## config.mk

```make
export PLATFORM = sky130hd
export DESIGN_NAME = vpad_finish
export DESIGN_NICKNAME = d
export VERILOG_FILES = /design/src/hw/rtl/vpad_pkg.sv /design/src/hw/rtl/vpad_finish.sv
export SDC_FILE = /design/constraint.sdc
export NUM_CORES = 1
export LEC_CHECK = 0
export ABC_AREA = 1
export BUFFER_PORTS_ARGS = -buffer_cell sky130_fd_sc_hd__buf_2
export CORE_MARGIN = 10
export CORE_UTILIZATION = 36
export CTS_BUF_LIST = sky130_fd_sc_hd__clkbuf_8
export DETAILED_ROUTE_END_ITERATION = 10
export PLACE_DENSITY = 0.82
export RECOVER_POWER = 25
export SYNTH_ARGS = -nofsm -noshare
export SYNTH_HDL_FRONTEND = slang
export SYNTH_SLANG_ARGS = --single-unit
```

## constraint.sdc

```tcl
create_clock -name clock -period 2.1 [get_ports clock]
set_input_delay 0.105 -clock clock [delete_from_list [all_inputs] [get_ports clock]]
set_output_delay 0.105 -clock clock [all_outputs]
set_load 0.03 [all_outputs]
```

## src/hw/rtl/vpad_pkg.sv

```systemverilog
// Shared types and constants of the vector polar angle pipeline.
package vpad_pkg;

   localparam int DATA_W  = 64;
   localparam int Z_W     = 26;
   localparam int ANGLE_W = 25;
   localparam int ATAN_W  = 22;

   localparam logic signed [Z_W-1:0] DEG_90   = Z_W'(90 * 65536);
   localparam logic signed [Z_W-1:0] DEG_180  = Z_W'(180 * 65536);
   localparam logic signed [Z_W-1:0] DEG_270  = Z_W'(270 * 65536);
   localparam logic signed [Z_W-1:0] DEG_FULL = Z_W'(360 * 65536);

   // atan(2^-i) in 1/65536 degree, rounded to nearest.
   localparam logic [ATAN_W-1:0] ATAN_TABLE [32] = '{
      22'd2949120, 22'd1740967, 22'd919879, 22'd466945,
      22'd234379,  22'd117304,  22'd58666,  22'd29335,
      22'd14668,   22'd7334,    22'd3667,   22'd1833,
      22'd917,     22'd458,     22'd229,    22'd115,
      22'd57,      22'd29,      22'd14,     22'd7,
      22'd4,       22'd2,       22'd1,      22'd0,
      22'd0,       22'd0,       22'd0,      22'd0,
      22'd0,       22'd0,       22'd0,      22'd0
   };

   typedef struct packed {
      logic signed [DATA_W-1:0] x;
      logic signed [DATA_W-1:0] y;
      logic signed [Z_W-1:0]    z;
      logic                     on_axis;
      logic                     add_180;
      logic                     north;
      logic                     zero;
   } vpad_item_type;

endpackage

```

## src/hw/rtl/vpad_finish.sv

```systemverilog
// Output stage: wraps the angle into one turn and, for the north convention, converts to a bearing.
module vpad_finish
   import vpad_pkg::*;
(
   input  logic               clock,
   input  logic               reset,
   input  logic               up_valid,
   output logic               up_ready,
   input  vpad_item_type      up_item,
   output logic               dn_valid,
   input  logic               dn_ready,
   output logic [ANGLE_W-1:0] angle,
   output logic               zero_vector
);

   logic                  valid_ff;
   logic [ANGLE_W-1:0]    angle_ff;
   logic                  zero_ff;
   logic [ANGLE_W-1:0]    angle_in;
   logic signed [Z_W-1:0] east_sum;
   logic signed [Z_W-1:0] east;
   logic signed [Z_W-1:0] bearing;

   always_comb begin
      east_sum = up_item.add_180 ? up_item.z + DEG_180 : up_item.z;
      if (east_sum[Z_W-1]) begin
         east = east_sum + DEG_FULL;
      end else if (east_sum >= DEG_FULL) begin
         east = east_sum - DEG_FULL;
      end else begin
         east = east_sum;
      end
      bearing = DEG_90 - east;
      if (bearing[Z_W-1]) begin
         bearing = bearing + DEG_FULL;
      end
      if (up_item.zero) begin
         angle_in = '0;
      end else if (up_item.north) begin
         angle_in = bearing[ANGLE_W-1:0];
      end else begin
         angle_in = east[ANGLE_W-1:0];
      end
   end

   assign up_ready = !valid_ff || dn_ready;

   always_ff @(posedge clock) begin
      if (reset) begin
         valid_ff <= 1'b0;
      end else if (up_ready) begin
         valid_ff <= up_valid;
      end
   end

   always_ff @(posedge clock) begin
      if (up_ready) begin
         angle_ff <= angle_in;
         zero_ff  <= up_item.zero;
      end
   end

   assign dn_valid    = valid_ff;
   assign angle       = angle_ff;
   assign zero_vector = zero_ff;

endmodule

```

==> impl_metrics.yaml, run 1 <==
run:
  maxCapViolations: 0
setup_path:
  endpoint_kind: "flop"
  cp-startpoint: "up_item[22]"
  worst-path-max-fanout: 4
  crit_arrival_ns: 2.13
  cp-start-kind: "input pin"
  crit_required_ns: 2.13
  worstSetupPathType: "in -> reg"
  r2r-start: "dn_valid$_SDFFE_PP0P_"
yosys:
  synth-edff-count: 26
  synthSimpleGateAreaFrac: 0.387
  synth_top_family_by_area: "simple AND/OR/NAND/NOR gates"
  seq_area_frac_synth: 0.346
  ys_async_sr_fraction: 0
  synth_top_flop_cell: "edfxtp_1"
  synth.avg_cell_area_um2: 7.07
  synth.cell_area_um2: 2310
  syn_inst: 327
  synth_xor_area_frac: 0.0179
  ys_warn_count: 0
  synth.distinct_cells: 32
  synthAdderAreaFrac: 0.0216
  syn_nets: 493
  ys_ff_latch: 27
  synth_compound_area_frac: 0.136
  synthMuxAreaShare: 0
die:
  initial_core_util: 0.368
  pin_count: 190
  rows: 29
  die-height_um: 100
  core_um2: 6280
  fp.dieArea_um2: 10000
  die_x_um: 100
clock_network:
  htreeDepth: 1
  cts_max_path_buffers: 2
  cts-buffers-inserted: 3
  clkTransAtPathRegs_ns: 0.09
  clk_latency_ns: 0.28
  cts_tree: "done"
  root_buffer: "clkbuf_8"
  clock-sinks: 27
timing:
  rsz0062_at_grt: "true"
  fin_setup_tns_ns: -0.000123
  clock_skew_ns: 0.00393
  fin_crit_ns: 2.10
  hold_violations: 0
  finalSetupViolCount: 1
  max_slew.worst_pin.slew_ns: 0.539
  fmax_mhz: 476
  setup_slack_ns: -0.000123
  relSlewSlack: 0.640
  timing.hold.ws_ns: 0.0574
  slew_viol_final: 0
  period_share: 1.00
power:
  vdd_drop_max_mv: 0.320
  power-per-cell-area_nw_per_um2: 606
  total_power_mw: 2.20
  p_leak_nw: 1.77
drt:
  drt_iter0_drc: 154
  ant_nets: 0
  drc: 0
  drt_wl_total_mm: 7.26
  vias: 2648
  dr.pass1.iters: 4
  avgRoutedWirePerCell_um: 13.7
  viasPerCell: 5.01
finish:
  area.growth.synth_to_final_pct: 57.1
  fin_util: 0.579
  diodes: 0
  multi_input_area_um2: 1660
  fillers: 538
  nets: 619
  layout.area.seq_um2: 801
  drive_above_1_share: 0.478
  instances_no_fill: 529
global_routing:
  grt_pass1_wl_mm: 10.4
  grt.overflow.total: 0
  grt_pass1_vias: 2505
  grt.total_usage: 0.121
  grt_start_max_net_pins: 29
  antenna_found_initial: 0
status:
  outcome: "finished, violations left"
  violations: "negative setup slack"
placed_design:
  dp_cells: 505
  gp_congestion: 0.863
  post-dp-hpwl_mm: 4.84
  io_buffers: 60
min_path:
  worstHoldStart: "up_valid"
  hp-class: "in -> reg"
## repair_timing
| action | 4_1_cts | 5_1_grt |
|---|---|---|
| setup buffers | 7 | 11 |
| pin swaps | 21 | 54 |
| setup endpoints to repair | 5 | 6 |
| hold buffers | 1 | 0 |
| gates cloned | 0 | 1 |
| hold endpoints to repair | 1 | 0 |
| gates resized for setup | 22 | 85 |
## routing by layer
layer	vias up	routed length [um]	track usage	part of all wire
met3	16	529	0.0261	0.073
met1	1218	2620	0.126	0.36
li1	1323	-	-	-
met5	-	0	0	0
met4	0	181	0.0446	0.025
met2	91	3930	0.228	0.54
## state kept, by name (all words and copies together), names as in the netlist
register,flops
angle,25
zero_vector,1
dn_valid,1
## synth_stat cells, types with 2 or more instances
| master | count | area, um^2 |
|---|---|---|
| nand2_1 | 80 | 300 |
| inv_1 | 43 | 161 |
| nand3_1 | 35 | 175 |
| edfxtp_1 | 26 | 781 |
| nor2_1 | 25 | 93.8 |
| o21ai_0 | 23 | 115 |
| a21oi_1 | 20 | 100 |
| nand2_2 | 11 | 68.8 |
| nor3_1 | 9 | 45.0 |
| inv_2 | 6 | 22.5 |
| nand2_4 | 6 | 67.6 |
| nor2_2 | 5 | 31.3 |
| clkbuf_1 | 4 | 15.0 |
| ha_1 | 4 | 50.1 |
| nand3_2 | 4 | 40.0 |
| and3_1 | 3 | 18.8 |
| o21ai_2 | 3 | 26.3 |
| a21oi_2 | 2 | 17.5 |
| a31oi_1 | 2 | 12.5 |
| nor2_4 | 2 | 22.5 |
| o21ai_1 | 2 | 10.0 |
| xor2_2 | 2 | 32.5 |
## kinds of logic (layout without fill, tap and decap cells)
| family | Yosys count | after routing |
|---|---|---|
| compound gates | 55 | 55 |
| buf+inv | 54 | 178 |
| xor+xnor | 3 | 3 |
| simple gates | 184 | 185 |
| flops | 27 | 27 |
| fa+ha+maj | 4 | 4 |
## layout make-up
type / instances / share of cell area
Sequential cell: 27 / 0.220
Multi-Input combinational cell: 247 / 0.458
Tap cell: 77 / 0.0265
Timing Repair Buffer: 125 / 0.228
Inverter: 49 / 0.0548
Clock buffer: 3 / 0.0114
Clock inverter: 1 / 0.00103
## metrics by stage
stage	instance area, um^2	worst slack (ns)
global placement	3060	-0.278
global route	3630	-0.164
detailed placement	3060	-0.355
CTS	3240	0.00362
finish	3630	-0.000123
floorplan	2340	-0.0111
## critical path, stage by stage
cell and delay [ns]:
buf_8 0.10, ha_4 0.25, inv_2 0.03, nand2_2 0.06
nand2_4 0.07, nand3_4 0.07, nand2_4 0.07, o21ai_4 0.17
buf_6 0.12, nand2_4 0.06, nand2_2 0.06, nand3_2 0.06
nand2_2 0.10, buf_6 0.13, nand2_4 0.06, nand2_4 0.09
nand2_1 0.06, nand2_1 0.09, nand3_2 0.08, nand2_1 0.09
nand3_2 0.08, nand2_2 0.08, a21oi_2 0.04
## placed cells by master, fill, tap and decap left out, types with 17 or more instances in the layout
cell,netlist,routed
nand2_4,6,17
inv_1,43,36
nor2_1,25,19
buf_2,0,40
o21ai_0,23,19
nand3_1,35,22
a21oi_1,20,19
buf_4,0,57
nand2_1,80,57
edfxtp_1,26,26
nand2_2,11,24
## power breakdown
| part | internal [mW] | switching, mW | leakage, nW |
|---|---|---|---|
| Sequential | 0.658 | 0.0156 | 0.295 |
| Combinational | 0.500 | 0.732 | 1.45 |
| Clock | 0.132 | 0.165 | 0.0269 |
## worst paths after layout
path	end	slack (ns)	cells past startpoint
max	angle[24]$_SDFFCE_PP0P_	-0.0001	23
min	dn_valid$_SDFFE_PP0P_	0.06	3
max reg2reg	angle[12]$_SDFFCE_PP0P_	1.05	2
min reg2reg	dn_valid$_SDFFE_PP0P_	0.81	3
Power figures use the tool's default switching activity.
==> inputs of run 2 (changes only) <==
- CORE_UTILIZATION: 36 -> 40
- PLACE_DENSITY: 0.82 -> 0.86
- clock period: 2.1 -> 2 ns (I/O delays scaled with it)
==> run 2 against run 1 <==
  * The run still ends with negative setup slack left
  * Count of clock-buffer cells in the layout is the same
  * Via count grew 3.4%
  * Non-clock buffer count is 5 lower
  * Routed wire length grew 9.0%
  * Clock skew about the same
  * Critical endpoint is now angle[21]$_SDFFCE_PP0P_
  * Largest power group unchanged
==> impl_metrics.yaml, run 2 (synthesis results as in run 1) <==
finish:
  fillers: 421
  nets: 614
  mostFrequentLayoutCells: "buf_4 (58), nand2_1 (55), buf_2 (39), inv_1 (37)"
  fin_util: 0.643
  drive_above_1_share: 0.472
  instances_no_fill: 519
  largest_register_ffs: 25
  final_area_um2: 3590
  diodes: 0
  layout_commonest_cell: "buf_4"
  area.growth.synth_to_final_pct: 55.1
placed_design:
  place_area_um2: 3040
  gp_congestion: 0.926
  dp_cells: 495
  io_buffers: 60
  post-dp-hpwl_mm: 5.05
clock_network:
  htreeDepth: 1
  clk_latency_ns: 0.28
  root_buffer: "clkbuf_8"
  clkTransAtPathRegs_ns: 0.10
  clock-sinks: 27
  cts_max_path_buffers: 2
  cts_tree: "done"
  cts-buffers-inserted: 3
setup_path:
  r2r_end: "angle[19]$_SDFFCE_PP0P_"
  crit_family: "simple AND/OR/NAND/NOR gates"
  endpoint_kind: "flop"
  r2r-start: "dn_valid$_SDFFE_PP0P_"
  cp-start-kind: "input pin"
  rr_worst_depth: 2
  worstPathCellList: "buf_8 > ha_4 > inv_4 > nand2_1 > nand2_2 > nand2_1 > inv_2 > nor2_1 > nor2_1 > nand2_1 > o21ai_1 > nand3_1 > nand2_4 > nand2_4 > a21boi_4 > nand2_1 > nand3_1 > nand3_1 > nand2_1 > inv_1"
  worstSetupPathType: "in -> reg"
  crit_arrival_ns: 2.26
  worst-path-max-fanout: 8
  crit_buf_inv: 4
  cpMaxStageDelayCell: "a21boi_4"
  cp_common_cell: "nand2_1"
  slowest_delay_ns: 0.27
  ff2ff_setup_slack_ns: 0.94
  crit_required_ns: 2.05
drt:
  drt_wl_total_mm: 7.91
  vias: 2739
  dr.pass1.iters: 5
  avgRoutedWirePerCell_um: 15.2
  drc: 0
  viasPerCell: 5.28
  ant_nets: 0
  drt_iter0_drc: 189
timing:
  slew_viol_final: 0
  setup_slack_ns: -0.209
  max_slew.worst_pin.slew_ns: 0.520
  finalSetupViolCount: 6
  clock_skew_ns: 0.00403
  fin_crit_ns: 2.21
  period_share: 1.10
  rsz0062_at_grt: "true"
  fin_setup_tns_ns: -0.980
  relSlewSlack: 0.653
  hold_violations: 0
  fmax_mhz: 453
  timing.hold.ws_ns: 0.0868
power:
  p_leak_nw: 1.74
  pwr-share-seq: 0.310
  power.share.switching: 0.423
  comb_power_share: 0.546
  clkPwrFrac: 0.144
  vdd_drop_max_mv: 0.346
  power-per-cell-area_nw_per_um2: 636
  p_sw_mw: 0.965
  p_int_mw: 1.32
run:
  maxCapViolations: 0
global_routing:
  grt.busiest_layer: "met2"
  grt_pass1_wl_mm: 10.6
  use_met3: 0.0187
  use_met1: 0.153
  grt_pass1_vias: 2522
  grt_use_met2: 0.252
  grt.total_usage: 0.137
  grt.overflow.total: 0
  grt_start_max_net_pins: 29
  antenna_found_initial: 0
die:
  fp.dieArea_um2: 9220
  core_um2: 5570
  die_x_um: 96.0
  initial_core_util: 0.415
  die-height_um: 96.0
  pin_count: 190
  rows: 27
min_path:
  hold_end: "dn_valid$_SDFFE_PP0P_"
  hp-class: "in -> reg"
  worstHoldStart: "up_valid"
  hold_depth: 3
status:
  violations: "negative setup slack"
  outcome: "finished, violations left"
[run 2: cell count changes in the layout (fill, tap and decap cells not counted), sizes merged]
cell and delta:
clkinvlp +1, inv -1, buf -4, clkbuf -1
[run 2: what timing repair did]
action / CTS / global route
buffers inserted: 5 / 13
endpoints found under the hold margin: 1 / 0
resized for setup: 28 / 71
pin swaps: 25 / 48
endpoints found under the setup margin: 6 / 6
gates cloned: 0 / 1
hold buffers: 1 / 0
[run 2: metrics by stage]
step                      worst slack, ns  power (mW)
after CTS                          -0.116        2.07
after detailed placement           -0.450        1.70
final                              -0.209        2.28
after global routing               -0.330        2.41
after floorplan                   -0.0948        1.36
after global placement             -0.365        1.67
[run 2: worst max path at each step]
stage                                   end  cells past startpoint  slack [ns]        start
finish              angle[21]$_SDFFCE_PP0P_                     20       -0.21  up_item[23]
global route        angle[21]$_SDFFCE_PP0P_                     20       -0.33  up_item[23]
CTS                 angle[21]$_SDFFCE_PP0P_                     22       -0.12  up_item[23]
detailed placement  angle[24]$_SDFFCE_PP0P_                     23       -0.45  up_item[22]
global placement    angle[24]$_SDFFCE_PP0P_                     23       -0.37   up_item[4]
floorplan           angle[21]$_SDFFCE_PP0P_                     21       -0.09  up_item[22]
[run 2: power groups by stage]
stage	sequential [mW]	clock (mW)	combinational, mW
6_report	0.708	0.328	1.25
5_1_grt	0.714	0.350	1.34
4_1_cts	0.706	0.320	1.05
3_5_place_dp	0.720	0	0.981
3_3_place_gp	0.718	0	0.955
2_1_floorplan	0.849	0	0.513
[run 2: worst min-delay path: cells and delay by family]
| family | cells | cell delay (ns) |
|---|---|---|
| AOI/OAI and AO/OA | 1 | 0.06 |
| buffers and inverters | 2 | 0.17 |
[run 2: metal layers]
| metal | wire [um] | share of wire | vias to the layer above |
|---|---|---|---|
| li1 | - | - | 1311 |
| met4 | 180 | 0.023 | 0 |
| met1 | 2880 | 0.36 | 1283 |
| met3 | 528 | 0.067 | 21 |
| met5 | 0 | 0 | - |
| met2 | 4320 | 0.55 | 124 |
[run 2: final cells by class]
type | instances | area [um^2] | area share
timing repair buffer | 120 | 796 | 0.222
tap | 72 | 90.1 | 0.0251
sequential | 27 | 801 | 0.223
inverter | 49 | 196 | 0.0548
multi-input combinational | 247 | 1650 | 0.461
clock buffer | 3 | 41.3 | 0.0115
clock inverter | 1 | 7.51 | 0.00209
==> inputs of run 3 (changes only) <==
- CELL_PAD_IN_SITES_DETAIL_PLACEMENT: not set -> 1
- CELL_PAD_IN_SITES_GLOBAL_PLACEMENT: not set -> 1
- CORE_UTILIZATION: 40 -> 26
- PLACE_DENSITY: 0.86 -> 0.87
==> run 3 against run 2 <==
  * The run still ends with negative setup slack left
  * Combinational power increased by 14%
  * Sequential power hardly changed
  * Count of clock-buffer cells in the layout unchanged
  * First-iteration DRC count fell by 49%
  * Critical path type unchanged
  * Largest cell class unchanged
  * Largest power group unchanged
==> impl_metrics.yaml, run 3 (synthesis results as in run 1) <==
status:
  outcome: "finished, violations left"
  violations: "negative setup slack"
clock_network:
  root_buffer: "clkbuf_8"
  clkTransAtPathRegs_ns: 0.10
  cts_tree: "done"
  clock-sinks: 27
  clk_latency_ns: 0.28
  cts_max_path_buffers: 2
  htreeDepth: 1
  cts-buffers-inserted: 3
finish:
  mostFrequentLayoutCells: "buf_4 (75), buf_2 (52), nand2_1 (46), inv_1 (36), nand2_2 (36)"
  diodes: 0
  area.growth.synth_to_final_pct: 70.4
  layout.area.seq_um2: 801
  layout_commonest_cell: "buf_4"
  multi_input_area_um2: 1750
  largest_register_ffs: 25
  nets: 637
  drive_above_1_share: 0.568
  fillers: 1061
setup_path:
  cpMaxStageDelayCell: "nor3_4"
  rr_worst_depth: 2
  cp_common_cell: "nor2_4"
  worstPathCellList: "buf_2 > nor3_4 > nand2_1 > nor2_2 > nand3_2 > nor2_4 > nand2_1 > a21oi_4 > nor2_4 > buf_4 > nand3_2 > nand2_2 > nand2_2 > nor2_4 > o21ai_1 > a31oi_1"
  slowest_delay_ns: 0.23
  r2r-start: "dn_valid$_SDFFE_PP0P_"
  worstSetupPathType: "in -> reg"
  cp-start-kind: "input pin"
  worst-path-max-fanout: 3
  ff2ff_setup_slack_ns: 0.93
  r2r_end: "angle[5]$_SDFFCE_PP0P_"
  endpoint_kind: "flop"
  crit_required_ns: 2.01
  crit_arrival_ns: 2.24
drt:
  viasPerCell: 5.00
  avgRoutedWirePerCell_um: 17.8
  vias: 2890
  drc: 0
  ant_nets: 0
  drt_iter0_drc: 96
  drt_wl_total_mm: 10.3
  dr.pass1.iters: 4
timing:
  fin_crit_ns: 2.23
  max_slew.worst_pin.slew_ns: 0.656
  relSlewSlack: 0.562
  fin_setup_tns_ns: -1.08
  timing.hold.ws_ns: 0.0670
  period_share: 1.12
  finalSetupViolCount: 6
  rsz0062_at_grt: "true"
  setup_slack_ns: -0.231
  clock_skew_ns: 0.0124
  fmax_mhz: 448
  hold_violations: 0
  slew_viol_final: 0
die:
  core_um2: 8680
  fp.dieArea_um2: 13100
  die-height_um: 114
  initial_core_util: 0.266
  pin_count: 190
  rows: 34
  die_x_um: 114
placed_design:
  io_buffers: 60
  dp_slack_ns: -0.594
  post-dp-hpwl_mm: 6.11
  gp_congestion: 0.867
run:
  maxCapViolations: 0
power:
  total_power_mw: 2.48
  vdd_drop_max_mv: 0.322
  power-per-cell-area_nw_per_um2: 628
  p_leak_nw: 1.91
global_routing:
  grt_start_max_net_pins: 29
  grt_pass1_wl_mm: 13.9
  grt.overflow.total: 0
  grt_pass1_vias: 2993
  antenna_found_initial: 0
  grt.total_usage: 0.126
min_path:
  hold_depth: 3
  hold_end: "dn_valid$_SDFFE_PP0P_"
  worstHoldStart: "up_valid"
  hp-class: "in -> reg"
## run 3: cell types whose count changed in the layout (fill, tap and decap cells not counted), sizes merged
cell and delta:
buf +38, clkbuf -14, nand2 -1
## run 3: what timing repair did
item,CTS,global route
resized for setup,48,86
setup endpoints to repair,6,7
pin swaps,29,59
setup buffers,26,18
endpoints found under the hold margin,1,0
hold buffers,1,0
## run 3: routing by layer
metal  wire, um  global-route usage  vias to the layer above  part of all wire
met1       3720               0.128                     1433              0.36
met2       5810               0.248                       78              0.57
met3        421              0.0199                       20             0.041
li1           -                   -                     1359                 -
met4        319              0.0518                        0             0.031
met5          0                   0                        -                 0
## run 3: how the worst max path moves through the flow
stage,end,cells past startpoint,slack (ns),startpoint
after CTS,angle[21]$_SDFFCE_PP0P_,21,-0.13,up_item[22]
after detailed placement,angle[21]$_SDFFCE_PP0P_,21,-0.59,up_item[23]
after global placement,angle[21]$_SDFFCE_PP0P_,21,-0.45,up_item[23]
final,angle[23]$_SDFFCE_PP0P_,16,-0.23,up_item[6]
after floorplan,angle[21]$_SDFFCE_PP0P_,21,-0.09,up_item[22]
after global routing,angle[23]$_SDFFCE_PP0P_,15,-0.36,up_item[6]
## run 3: worst max-delay path, delay by kind of cell
kind / cells / cell delay, ns
simple gates: 11 / 1.32
compound gates: 3 / 0.54
buf+inv: 2 / 0.28
## run 3: area by class of cell
type,instances,area share
flip-flops and latches,27,0.203
clock buffers,3,0.0105
inverters,49,0.0499
well taps,108,0.0343
repair buffers,144,0.257
multi-input cells,246,0.443
clock inverters,1,0.00191
## run 3: power breakdown
part	internal (mW)	total [mW]	leakage, nW	switching [mW]
Combinational	0.568	1.43	1.59	0.867
Sequential	0.691	0.709	0.295	0.0177
Clock	0.142	0.332	0.0217	0.191
## run 3: through the flow
step | area (um^2) | instances | utilization
after floorplan | 2360 | 327 | -
final | 3940 | 578 | 0.454
after CTS | 3500 | 562 | 0.403
after global routing | 3940 | 578 | 0.454
after global placement | 3080 | 531 | 0.355
after detailed placement | 3080 | 531 | 0.355
