### config.mk
export PLATFORM = sky130hd
export DESIGN_NAME = vpad_prep
export DESIGN_NICKNAME = d
export VERILOG_FILES = /design/src/hw/rtl/vpad_pkg.sv /design/src/hw/rtl/vpad_prep.sv
export SDC_FILE = /design/constraint.sdc
export NUM_CORES = 1
export LEC_CHECK = 0
export ABC_AREA = 1
export BUFFER_PORTS_ARGS = -buffer_cell sky130_fd_sc_hd__buf_2
export CORE_MARGIN = 1.5
export CORE_UTILIZATION = 45
export CTS_BUF_LIST = sky130_fd_sc_hd__clkbuf_4
export DETAILED_ROUTE_END_ITERATION = 10
export PLACE_DENSITY = 0.83
export SYNTH_ARGS = -nofsm -noshare
export SYNTH_HDL_FRONTEND = slang
export SYNTH_SLANG_ARGS = --single-unit
export TNS_END_PERCENT = 30
### constraint.sdc
create_clock -name clock -period 2.5 [get_ports clock]
set_input_delay 0.125 -clock clock [delete_from_list [all_inputs] [get_ports clock]]
set_output_delay 0.125 -clock clock [all_outputs]
set_load 0.02 [all_outputs]
### src/hw/rtl/vpad_pkg.sv
// Shared types and constants of the vector polar angle pipeline.
package vpad_pkg;

   localparam int DATA_W  = 64;
   localparam int Z_W     = 26;
   localparam int ANGLE_W = 25;
   localparam int ATAN_W  = 22;

   localparam logic signed [Z_W-1:0] DEG_90   = Z_W'(90 * 65536);
   localparam logic signed [Z_W-1:0] DEG_180  = Z_W'(180 * 65536);
   localparam logic signed [Z_W-1:0] DEG_270  = Z_W'(270 * 65536);
   localparam logic signed [Z_W-1:0] DEG_FULL = Z_W'(360 * 65536);

   // atan(2^-i) in 1/65536 degree, rounded to nearest.
   localparam logic [ATAN_W-1:0] ATAN_TABLE [32] = '{
      22'd2949120, 22'd1740967, 22'd919879, 22'd466945,
      22'd234379,  22'd117304,  22'd58666,  22'd29335,
      22'd14668,   22'd7334,    22'd3667,   22'd1833,
      22'd917,     22'd458,     22'd229,    22'd115,
      22'd57,      22'd29,      22'd14,     22'd7,
      22'd4,       22'd2,       22'd1,      22'd0,
      22'd0,       22'd0,       22'd0,      22'd0,
      22'd0,       22'd0,       22'd0,      22'd0
   };

   typedef struct packed {
      logic signed [DATA_W-1:0] x;
      logic signed [DATA_W-1:0] y;
      logic signed [Z_W-1:0]    z;
      logic                     on_axis;
      logic                     add_180;
      logic                     north;
      logic                     zero;
   } vpad_item_type;

endpackage

### src/hw/rtl/vpad_prep.sv
// Input stage: classifies the vector, folds the left half plane and scales up.
module vpad_prep
   import vpad_pkg::*;
#(
   parameter int COORD_WIDTH = 32
) (
   input  logic                          clock,
   input  logic                          reset,
   input  logic                          up_valid,
   output logic                          up_ready,
   input  logic                          action,
   input  logic signed [COORD_WIDTH-1:0] x_coord,
   input  logic signed [COORD_WIDTH-1:0] y_coord,
   output logic                          dn_valid,
   input  logic                          dn_ready,
   output vpad_item_type                 dn_item
);

   localparam int GUARD = 60 - COORD_WIDTH;

   logic                     valid_ff;
   vpad_item_type            item_ff;
   vpad_item_type            item_in;
   logic signed [DATA_W-1:0] x_ext;
   logic signed [DATA_W-1:0] y_ext;
   logic                     x_zero;
   logic                     y_zero;
   logic                     x_neg;

   always_comb begin
      x_ext  = DATA_W'(x_coord);
      y_ext  = DATA_W'(y_coord);
      x_zero = (x_coord == '0);
      y_zero = (y_coord == '0);
      x_neg  = x_coord[COORD_WIDTH-1];

      item_in.north   = action;
      item_in.zero    = x_zero && y_zero;
      item_in.on_axis = x_zero || y_zero;
      item_in.add_180 = 1'b0;
      item_in.z       = '0;
      if (y_zero) begin
         item_in.z = x_neg ? DEG_180 : '0;
      end else if (x_zero) begin
         item_in.z = y_coord[COORD_WIDTH-1] ? DEG_270 : DEG_90;
      end else begin
         item_in.add_180 = x_neg;
      end

      // Turning by 180 degrees puts the vector in the right half plane.
      if (x_neg) begin
         item_in.x = (-x_ext) <<< GUARD;
         item_in.y = (-y_ext) <<< GUARD;
      end else begin
         item_in.x = x_ext <<< GUARD;
         item_in.y = y_ext <<< GUARD;
      end
   end

   assign up_ready = !valid_ff || dn_ready;

   always_ff @(posedge clock) begin
      if (reset) begin
         valid_ff <= 1'b0;
      end else if (up_ready) begin
         valid_ff <= up_valid;
      end
   end

   always_ff @(posedge clock) begin
      if (up_ready) begin
         item_ff <= item_in;
      end
   end

   assign dn_valid = valid_ff;
   assign dn_item  = item_ff;

endmodule

==> results of run 1 <==
-- placed cells by master (no fill, tap or decap), drive strengths merged --
| master | n |
|---|---|
| inv | 45 |
| o21ai | 24 |
| clkinv | 3 |
| nand2 | 125 |
| nand4 | 11 |
| nand3b | 6 |
| dfxtp | 1 |
| ha | 2 |
| xor2 | 21 |
| nand3 | 33 |
| nor3 | 3 |
| bufinv | 1 |
| conb | 78 |
| a21oi | 8 |
| o31ai | 2 |
| nor2 | 85 |
| or2 | 2 |
| edfxtp | 82 |
| xnor2 | 22 |
| and2 | 1 |
| nor4 | 1 |
| clkbuf | 13 |
| buf | 156 |
| dlygate4sd3 | 13 |
-- worst max-delay path: stages, from the launching register on --
cell and delay [ns]:
dfxtp_1 0.35, nand2_4 0.41, buf_12 0.33, a21oi_1 0.09, dlygate4sd3_1 0.55
-- worst paths after layout --
path / start / end / slack (ns) / depth (start not counted)
worst max register to register: dn_valid / dn_valid / 0.66 / 4
worst max-delay path: dn_valid / dn_valid / 0.66 / 4
worst min-delay path: y_coord[25] / dn_item[83] / 0.03 / 3
worst min register to register: dn_valid / dn_item[152] / 0.97 / 1
-- sequential cells by signal (all words and copies together), names as in the netlist --
| register | cells |
|---|---|
| dn_valid | 1 |
| dn_item | 82 |
-- routing by layer --
layer | global-route usage [%] | vias up | share of wire [%]
met5 | 0 | - | 0
met4 | 7.421 | 0 | 2.0
met3 | 4.233 | 21 | 9.3
met2 | 37.53 | 239 | 53
met1 | 21.31 | 1895 | 36
li1 | - | 2014 | -
-- logic make-up after synthesis --
kind of cell	after synthesis	synth area share (%)
buffers and inverters	130	15.44
DFF	83	48.18
and+or+nand+nor	267	24.89
adders and majority gates	2	0.4856
AOI/OAI and AO/OA	34	3.618
xor gates and xnor gates	43	7.309
other	1	0.07278
-- report_power, final --
group,switching [mW],internal (mW)
sequential,0.0345,1.68
clock,0.435,0.347
combinational,0.556,0.234
total,1.03,2.27
-- timing repair --
action | CTS | global route
hold endpoints to repair | 10 | 2
gates resized for setup | 0 | 0
hold buffers | 11 | 2
-- area by class of cell --
| type | instances | area (um^2) |
|---|---|---|
| fill | 966 | 4912 |
| sequential | 83 | 2482 |
| multi-input combinational | 424 | 2171 |
| timing repair buffer | 169 | 928.4 |
| inverter | 46 | 177.7 |
| tap | 140 | 175.2 |
| clock buffer | 13 | 97.59 |
| clock inverter | 3 | 38.79 |
-- metrics by stage --
stage / setup slack [ns] / utilization, % / area [um^2] / hold slack (ns)
after global routing: 0.5407 / 55.27 / 6071 / 0.00002498
after global placement: 0.9114 / 52.85 / 5804 / 0.2797
after detailed placement: 0.8717 / 52.85 / 5804 / 0.2831
final: 0.6600 / 55.27 / 6071 / 0.02852
after CTS: 0.6356 / 55.09 / 6051 / 0.0003767
after floorplan: 0.6082 / - / 5444 / 0.1941
==> results.txt, run 1 <==
- Outcome: finished clean
- Buffer type at the clock tree root: clkbuf_4
* Number of max-cap violations: 0
- Number of flops mapped to enable cells by yosys: 82
- # IOs: 229
- Worst min-delay path class: primary input to register
- nand2_1 is the most common cell in the netlist.
- Worst clock skew on the final layout: 0.01188 ns
- Maximum buffer depth of the clock tree: 2
- IO buf count: 154
- Unrepaired setup endpoints after global routing: no
* Sequential-to-total area share from yosys stat: approximately 48%
- Setup violations remaining at the end of the flow were counted as 0.
- Detailed-router iteration count before antenna repair: 5
- Max Fclk: 543.5 MHz
- Fraction of the cycle the final worst path needs: 73.60%
- Die footprint: approximately 0.012 mm^2
* Grt ovf: 0
* Count of non-filler cells in the finished layout: 878
* Maximum number of pins on one net before global-route repair: 47
- Post-CTS setup buffer count: 0
- Once placement completed, the tool counted placed cells totaling 849.
- Once detail routing completed, the nets flagged for antenna violations numbered 0.
* Arrival time of the worst setup path: 2.15 ns
- By area the synthesized netlist is led by edfxtp_1, buf_4, nand2_1.
* Total routing resource utilization after global routing: 19.76%
- Standard-cell rows: 38
- For this run, asynchronously set or reset flops after synthesis account for 0%.
- TritonCTS built the clock tree.
* Syn-to-layout area delta: 17.82%
- Starting Density: 46.91%
- The net count of the finished layout is 804.
- Measured against its own limit, the worst slew margin works out to 64.50%.
* Syn_area_per_cell: slightly above 9 um^2
- Number of sinks handled by clock tree synthesis: 83
- Global-route wire length before repair: 18.00 mm
- Shortest period the worst path allows: 1.840 ns
- The first routing iteration left a little under 300 violations.
- Die outline width: 110.0 um
- Peak supply drop: ~0.27 mV
* Synth top cells by count: nand2_1, edfxtp_1, buf_4
* Crit path kind: register to register
* Synthesized instance count: 560
* Count of warnings emitted by yosys: 0
- Transition time at the pin with the least slew margin: 0.5326 ns
* Total Wirelength: ~12 mm
* Area of the core: 0.01098 mm^2
- Across all layers, the routed design uses 4169 vias.
- Detailed placement finished with a half-perimeter wire length of slightly above 9 mm.
- In this run the static leakage power is 2.915 nW.
- Clk_lat worst skew: 0.41 ns
- Layout cells sized above 1: 28.73%
- For this run, the leading register cell type out of synthesis is edfxtp_1.
* Number of global-route vias before repair: 3840
* Setup TNS: 0 ns
- Die H: 110.0 um
- The final number of max-transition violations is 0.
- Netlist area before placement: 0.005152 mm^2
* Number of antenna repair diodes: 0
- Routed wirelength normalized by instance count: 13.68 um
- The design draws 3.292 mW.
- Nature of the critical path startpoint: register
- Summed over all instances, the cell type with the most area after synthesis is edfxtp_1.
- Routability-driven placement finished with a final weighted congestion of 0.9448.
- Required time of the critical path: roughly 2.8 ns
- Clock transition at path regs: approximately 0.12 ns
- Summed over its instances, the top area cell type makes up 47.79% of the synthesized netlist area.
- The worst setup path is captured at a register.
* Remaining design rule violation count: 0
- Using the TritonRoute via totals, the vias-per-cell ratio works out to 4.748.
* Number of levels in the clock H-tree: 3
* Final hold violations: 0
- Post-synthesis sequential element count: 83
- In this run, distinct cell masters in the synthesized netlist total 36.
- Number of antenna violations at the first check in global routing: 0
* Number of CTS-inserted buffers: 9
* Pwr per Cell Area: 542.3 mW/mm^2
* Max FO, Critical Path: 46
Note: power is estimated with default switching activity, not from simulation.
==> run 2, diff against run 1 <==
- CORE_UTILIZATION: 45 -> 49
- PLACE_DENSITY: 0.83 -> 0.86
- clock period: 2.5 -> 1.7 ns (I/O delays scaled with it)
==> results.txt, run 2 (synthesis results as in run 1) <==
* Highest metal used: met4 (unchanged)
* Cell family with the largest share of critical-path delay: buffers and inverters (unchanged)
* Buffers & Inverters on Critical Path: 2 (unchanged)
- Remaining design rule violation count: 0 (unchanged)
* Total net switching power: 1.559 mW (was 1.026 mW)
* WL met3: 1.069 mm (was 1.112 mm)
- Number of antenna violations at the first check in global routing: 0 (unchanged)
- Die footprint: 0.01114 mm^2 (was 0.01210 mm^2)
* Standard-cell rows: 37 (was 38)
- The overall routing resource usage came to 22.24% (was 19.76%).
- IO buf count: 154 (unchanged)
* Arrival time of the worst setup path: 1.92 ns (was 2.15 ns)
- Die H: 105.5 um (was 110.0 um)
- Maximum buffer depth of the clock tree: 2 (unchanged)
* Sequential Power Share: 48.3% (was 52.2%)
- Max Fclk: 620.7 MHz (was 543.5 MHz)
- Unrepaired setup endpoints after global routing: no (unchanged)
- The initial detailed-routing violation count came to 229 (was 295).
* Combinational Power Share: 23.7% (was 24.0%)
- Pwr per Cell Area: 805.7 mW/mm^2 (was 542.3 mW/mm^2)
- Number of levels in the clock H-tree: 3 (unchanged)
* Number of sinks handled by clock tree synthesis: 83 (unchanged)
- The largest stage delay on the critical path was 0.58 ns (was 0.55 ns).
* Fraction of the cycle the final worst path needs: 94.77% (was 73.60%)
- The leakage component of the power was 3.094 nW (was 2.915 nW).
* Fin nets: 840 (was 804)
- The number of global-route vias before repair was 4124 (was 3840).
- Overall power consumption: 5.236 mW (was 3.292 mW)
- CTS tree: built (unchanged)
* Area of the multi-input gates: 0.002183 mm^2 (was 0.002171 mm^2)
* Die outline width: 105.5 um (was 110.0 um)
- The storage element area is 0.002482 mm^2 (unchanged).
- The worst supply voltage drop on vdd came to 0.3728 mV (was 0.2733 mV).
* Number of CTS-inserted buffers: 9 (unchanged)
- The library cell contributing the largest single delay on the critical path was dlygate4sd3_1 (unchanged).
- Total met2 wirelength after detailed routing: 6.458 mm (was 6.389 mm)
* Total via count in the routed design: 4331 (was 4169)
- Shortest period the worst path allows: 1.611 ns (was 1.840 ns)
* Commonest cells after routing, fill and taps aside: buf_2, nand2_1, edfxtp_1 (unchanged)
- Nature of the critical path startpoint: register (unchanged)
- The root buffer selected by CTS is clkbuf_4 (unchanged).
- Switching portion of total power: 29.76% (was 31.15%)
- Clock transition at path regs: 0.13 ns (was 0.12 ns)
* Required time of the critical path: 2.01 ns (was 2.81 ns)
- The total wirelength of the detailed-routed design was 12.38 mm (was 12.01 mm).
- Per-cell via count in the routed design: 4.759 (was 4.748)
* Met1 Wirelength: 4.597 mm (was 4.265 mm)
- The global-route wire length before repair came to 19.24 mm (was 18.00 mm).
* Max reg flops: 82 (unchanged)
- Outcome: finished clean (unchanged)
- Detailed-router iteration count before antenna repair: 6 (was 5)
- The remaining antenna violation count after routing is 0 (unchanged).
* # IOs: 229 (unchanged)
- Final weighted congestion in routability-driven placement: 0.9026 (was 0.9448)
- The largest fanout on the critical path is 84 (was 46).
- The core footprint is 0.01028 mm^2 (was 0.01098 mm^2).
* Syn-to-layout area delta: 26.13% (was 17.82%)
* Grt ovf: 0 (unchanged)
* Routed wirelength normalized by instance count: 13.61 um (was 13.68 um)
- Starting Density: 50.13% (was 46.91%)
* Cells traversed along the worst timing path: nand2_4 -> buf_12 -> a21oi_1 -> dlygate4sd3_1 (unchanged)
- The clock insertion delay at the later pin of the skew report is 0.42 ns (was 0.41 ns).
* Final hold violations: 0 (unchanged)
- The type of element capturing the critical path was a register (unchanged).
- Worst clock skew on the final layout: 0.01892 ns (was 0.01188 ns)
* Crit path kind: register to register (unchanged)
- The design internal power is 3.678 mW (was 2.267 mW).
- Layout cells sized above 1: 28.04% (was 28.73%)
- The setup TNS after final layout was 0 ns (unchanged).
- Final setup violation count: 0 (unchanged)
- Number of antenna repair diodes: 0 (unchanged)
- Most common library cell in the layout ignoring fill and taps: buf_2 (unchanged)
* Number of inserted filler cells in the final layout: 830 (was 966)
* Worst min-delay path class: primary input to register (unchanged)
* Clock network fraction of design power: 28.0% (was 23.8%)
- The post-detailed-placement half-perimeter wirelength is 8.784 mm (was 9.332 mm).
- The number of maximum-capacitance violations is 0 (unchanged).
- The final number of max-transition violations was 0 (unchanged).
* Maximum number of pins on one net before global-route repair: 85 (was 47)
==> run 2: cell types whose count changed in the layout (fill, tap and decap cells not counted), sizes merged <==
cell         change
buf              +2
bufinv           +2
clkbuf           -1
clkinv           -1
dlygate4sd3     +34
==> run 2: path summary, 6_finish.rpt <==
check	start	to	slack, ns	depth (start not counted)
max	dn_valid	dn_valid	0.09	4
min	y_coord[15]	dn_item[73]	0.03	2
max reg2reg	dn_valid	dn_valid	0.09	4
min reg2reg	dn_valid	dn_item[152]	0.89	2
==> run 2: stage by stage <==
stage | instances | worst slack (ns) | instance area, um^2 | utilization (%) | hold slack [ns]
2_1_floorplan | 637 | 0.2756 | 5449 | - | 0.1541
3_3_place_gp | 845 | 0.1944 | 5812 | 56.55 | 0.2398
3_5_place_dp | 845 | 0.1126 | 5812 | 56.55 | 0.2407
4_1_cts | 908 | 0.03924 | 6471 | 62.97 | 0.0008343
5_1_grt | 910 | 0.001920 | 6499 | 63.23 | 0.007807
6_report | 910 | 0.08885 | 6499 | 63.23 | 0.02501
==> run 2: power by group through the flow <==
stage,logic (mW),registers (mW),clock network (mW)
finish,1.24,2.53,1.47
global route,1.33,2.55,1.57
CTS,1.23,2.53,1.50
detailed placement,1.14,2.57,0
global placement,1.12,2.57,0
floorplan,0.608,2.84,0
==> run 2: worst reg2reg max path, cell delays in order, from the launching register on <==
cell	delay, ns
dfxtp_1	0.35
nand2_4	0.08
buf_12	0.36
a21oi_1	0.15
dlygate4sd3_1	0.58
==> run 2: per-layer routing <==
| layer | up-vias | track usage [%] |
|---|---|---|
| li1 | 2095 | - |
| met1 | 1981 | 23.56 |
| met2 | 232 | 41.92 |
| met3 | 23 | 4.824 |
| met4 | 0 | 10.04 |
| met5 | - | 0 |
==> run 2: layout make-up <==
| type | instances | share of cell area, % |
|---|---|---|
| inverters | 46 | 2.734 |
| multi-input cells | 424 | 33.60 |
| repair buffers | 205 | 19.95 |
| clock buffers | 12 | 1.386 |
| well taps | 136 | 2.618 |
| clock inverters | 4 | 1.521 |
| flip-flops and latches | 83 | 38.20 |
==> run 2: timing repair <==
action,CTS,global route
resized for setup,0,3
endpoints found under the setup margin,0,11
buffers inserted,0,2
hold buffers,47,0
hold endpoints to repair,47,0
==> run 3, diff against run 2 <==
- CORE_ASPECT_RATIO: default -> 0.9
==> results.txt, run 3 (synthesis results as in run 1) <==
- The fmax came to 602.1 MHz (was 620.7 MHz).
- The met2 wire length is 6.602 mm (was 6.458 mm).
- Grt ovf: 0 (unchanged)
* Maximum buffer depth of the clock tree: 2 (unchanged)
- Number of max-cap violations: 0 (unchanged)
- Die H: 100.3 um (was 105.5 um)
* Final weighted congestion in routability-driven placement: 0.9203 (was 0.9026)
- The CTS clock-pin slew for the worst setup and hold paths is 0.13 ns (about the same).
- Detailed-router iteration count before antenna repair: 7 (was 6)
- Routed wirelength normalized by instance count: 14.33 um (was 13.61 um)
- Number of global-route vias before repair: 4235 (was 4124)
- The final net count was 850 (was 840).
* Arrival time of the worst setup path: 1.85 ns (was 1.92 ns)
* Standard-cell rows: 35 (was 37)
- HPWL Detailed: 9.025 mm (was 8.784 mm)
- Outcome: finished clean (unchanged)
- CTS tree: built (unchanged)
- Remaining design rule violation count: 0 (unchanged)
* Fraction of the cycle the final worst path needs: 97.70% (was 94.77%)
- The global-route wire length before repair came to 20.07 mm (was 19.24 mm).
- Total via count in the routed design: 4527 (was 4331)
- Die outline width: 111.1 um (was 105.5 um)
* Die footprint: 0.01114 mm^2 (about the same)
- The number of antenna violations at the first check in global routing came to 0 (unchanged).
* Static leakage power: 3.115 nW (was 3.094 nW)
* Max reg flops: 82 (unchanged)
* Maximum number of pins on one net before global-route repair: 53 (was 85)
* Setup crit end kind: register (unchanged)
* WL met3: 1.367 mm (was 1.069 mm)
- The routed metal-1 wire length is 4.683 mm (was 4.597 mm).
* Area of the core: 0.01025 mm^2 (was 0.01028 mm^2)
* Final hold violations: 0 (unchanged)
* DRT antenna net count: 0 (unchanged)
- The area of all placed cells without fillers is 0.006569 mm^2 (was 0.006499 mm^2).
- The worst supply voltage drop on vdd is 0.5326 mV (was 0.3728 mV).
- Total routing resource utilization after global routing: 22.84% (was 22.24%)
* Crit path kind: primary input to register (was register to register)
* Syn-to-layout area delta: 27.49% (was 26.13%)
- The count of clock tree sinks was 83 (unchanged).
- The effective utilization at floorplan came to 50.28% (was 50.13%).
- Number of antenna repair diodes: 0 (unchanged)
- Per-cell via count in the routed design: 4.958 (was 4.759)
- Shortest period the worst path allows: 1.661 ns (was 1.611 ns)
- Final max-slew violation count: 0 (unchanged)
- The total setup violations reported at the end of the flow came to 0 (unchanged).
- The root buffer selected by CTS was clkbuf_4 (unchanged).
* Total Wirelength: 13.08 mm (was 12.38 mm)
- Pwr per Cell Area: 787.5 mW/mm^2 (was 805.7 mW/mm^2)
* Placed standard-cell area: 0.005806 mm^2 (was 0.005812 mm^2)
* Number of CTS-inserted buffers: 9 (unchanged)
- The initial detailed-routing violation count was 291 (was 229).
* Clk_lat worst skew: 0.43 ns (was 0.42 ns)
* # IOs: 229 (unchanged)
- Worst min-delay path class: primary input to register (unchanged)
- The largest fanout on the critical path came to 5 (was 84).
- Commonest cells after routing, fill and taps aside: buf_2, nand2_1, edfxtp_1 (unchanged)
- The count of buffers inserted at the top-level ports came to 154 (unchanged).
- The kind of start point of the critical path is a primary input (was register).
* Most common library cell in the layout ignoring fill and taps: buf_2 (unchanged)
* Number of levels in the clock H-tree: 3 (unchanged)
- Unrepaired setup endpoints after global routing: no (unchanged).
- The number of buffers added for setup after CTS was 0 (unchanged).
- The setup TNS after final layout came to 0 ns (unchanged).
* Layout cells sized above 1: 27.81% (was 28.04%)
- The top layer reached by signal wires was met4 (unchanged).
- FF-to-FF setup slack: 0.14 ns (was 0.09 ns)
- The setup clock skew after layout was 0.02056 ns (was 0.01892 ns).
- The worst path required time came to 1.89 ns (was 2.01 ns).
## run 3: cell types whose count changed in the layout (fill, tap and decap cells not counted), sizes merged
cell and delta:
clkinvlp +2, bufinv -1, inv +3, dlygate4sd3 +10
clkinv -1, clkbuf -3
## run 3: worst max-delay path, stage by stage
cell           delay [ns]
dlygate4sd3_1        0.54
buf_2                0.13
inv_1                0.10
ha_2                 0.23
nand3_4              0.11
nor2_4               0.17
nand3_1              0.12
nand2_2              0.13
nand2_1              0.08
xor2_1               0.15
## run 3: final timing paths
check                   start  cells past startpoint            to
setup / recovery   y_coord[1]                     10   dn_item[80]
hold / removal    x_coord[26]                      3  dn_item[148]
setup reg to reg     dn_valid                      4      dn_valid
hold reg to reg      dn_valid                      2   dn_item[26]
## run 3: what timing repair did
action,CTS,global route
hold endpoints to repair,56,1
endpoints found under the setup margin,0,10
gates resized for setup,0,5
hold buffers,56,1
## run 3: stage by stage
step | utilization (%) | power (mW) | hold slack [ns] | setup slack (ns) | std cells
2_1_floorplan | - | 3.451 | 0.1541 | 0.2756 | 637
3_3_place_gp | 56.65 | 3.685 | 0.2384 | 0.2016 | 840
3_5_place_dp | 56.65 | 3.710 | 0.2447 | 0.1325 | 840
4_1_cts | 63.82 | 5.161 | 0.007701 | 0.05959 | 912
5_1_grt | 64.10 | 5.381 | 0.01829 | 0.009845 | 913
6_report | 64.10 | 5.173 | 0.03085 | 0.03903 | 913
## run 3: power breakdown
part | switching (mW) | leakage, nW | internal [mW]
clock network | 0.753 | 0.0866 | 0.621
logic | 0.851 | 2.16 | 0.416
registers | 0.0549 | 0.873 | 2.48
total | 1.66 | 3.12 | 3.51
## run 3: cell type report
cell class / instances / area [um^2]
clock buffers: 9 / 67.56
clock inverters: 7 / 106.4
fillers: 747 / 3679
inverters: 46 / 177.7
multi-input cells: 424 / 2186
flip-flops and latches: 83 / 2482
well taps: 129 / 161.4
repair buffers: 215 / 1388
## run 3: layer usage
layer  track usage, %  vias to the layer above
met5                0                        -
met4            11.78                        0
met3            5.254                       44
met2            41.12                      324
met1            25.63                     2047
li1                 -                     2112
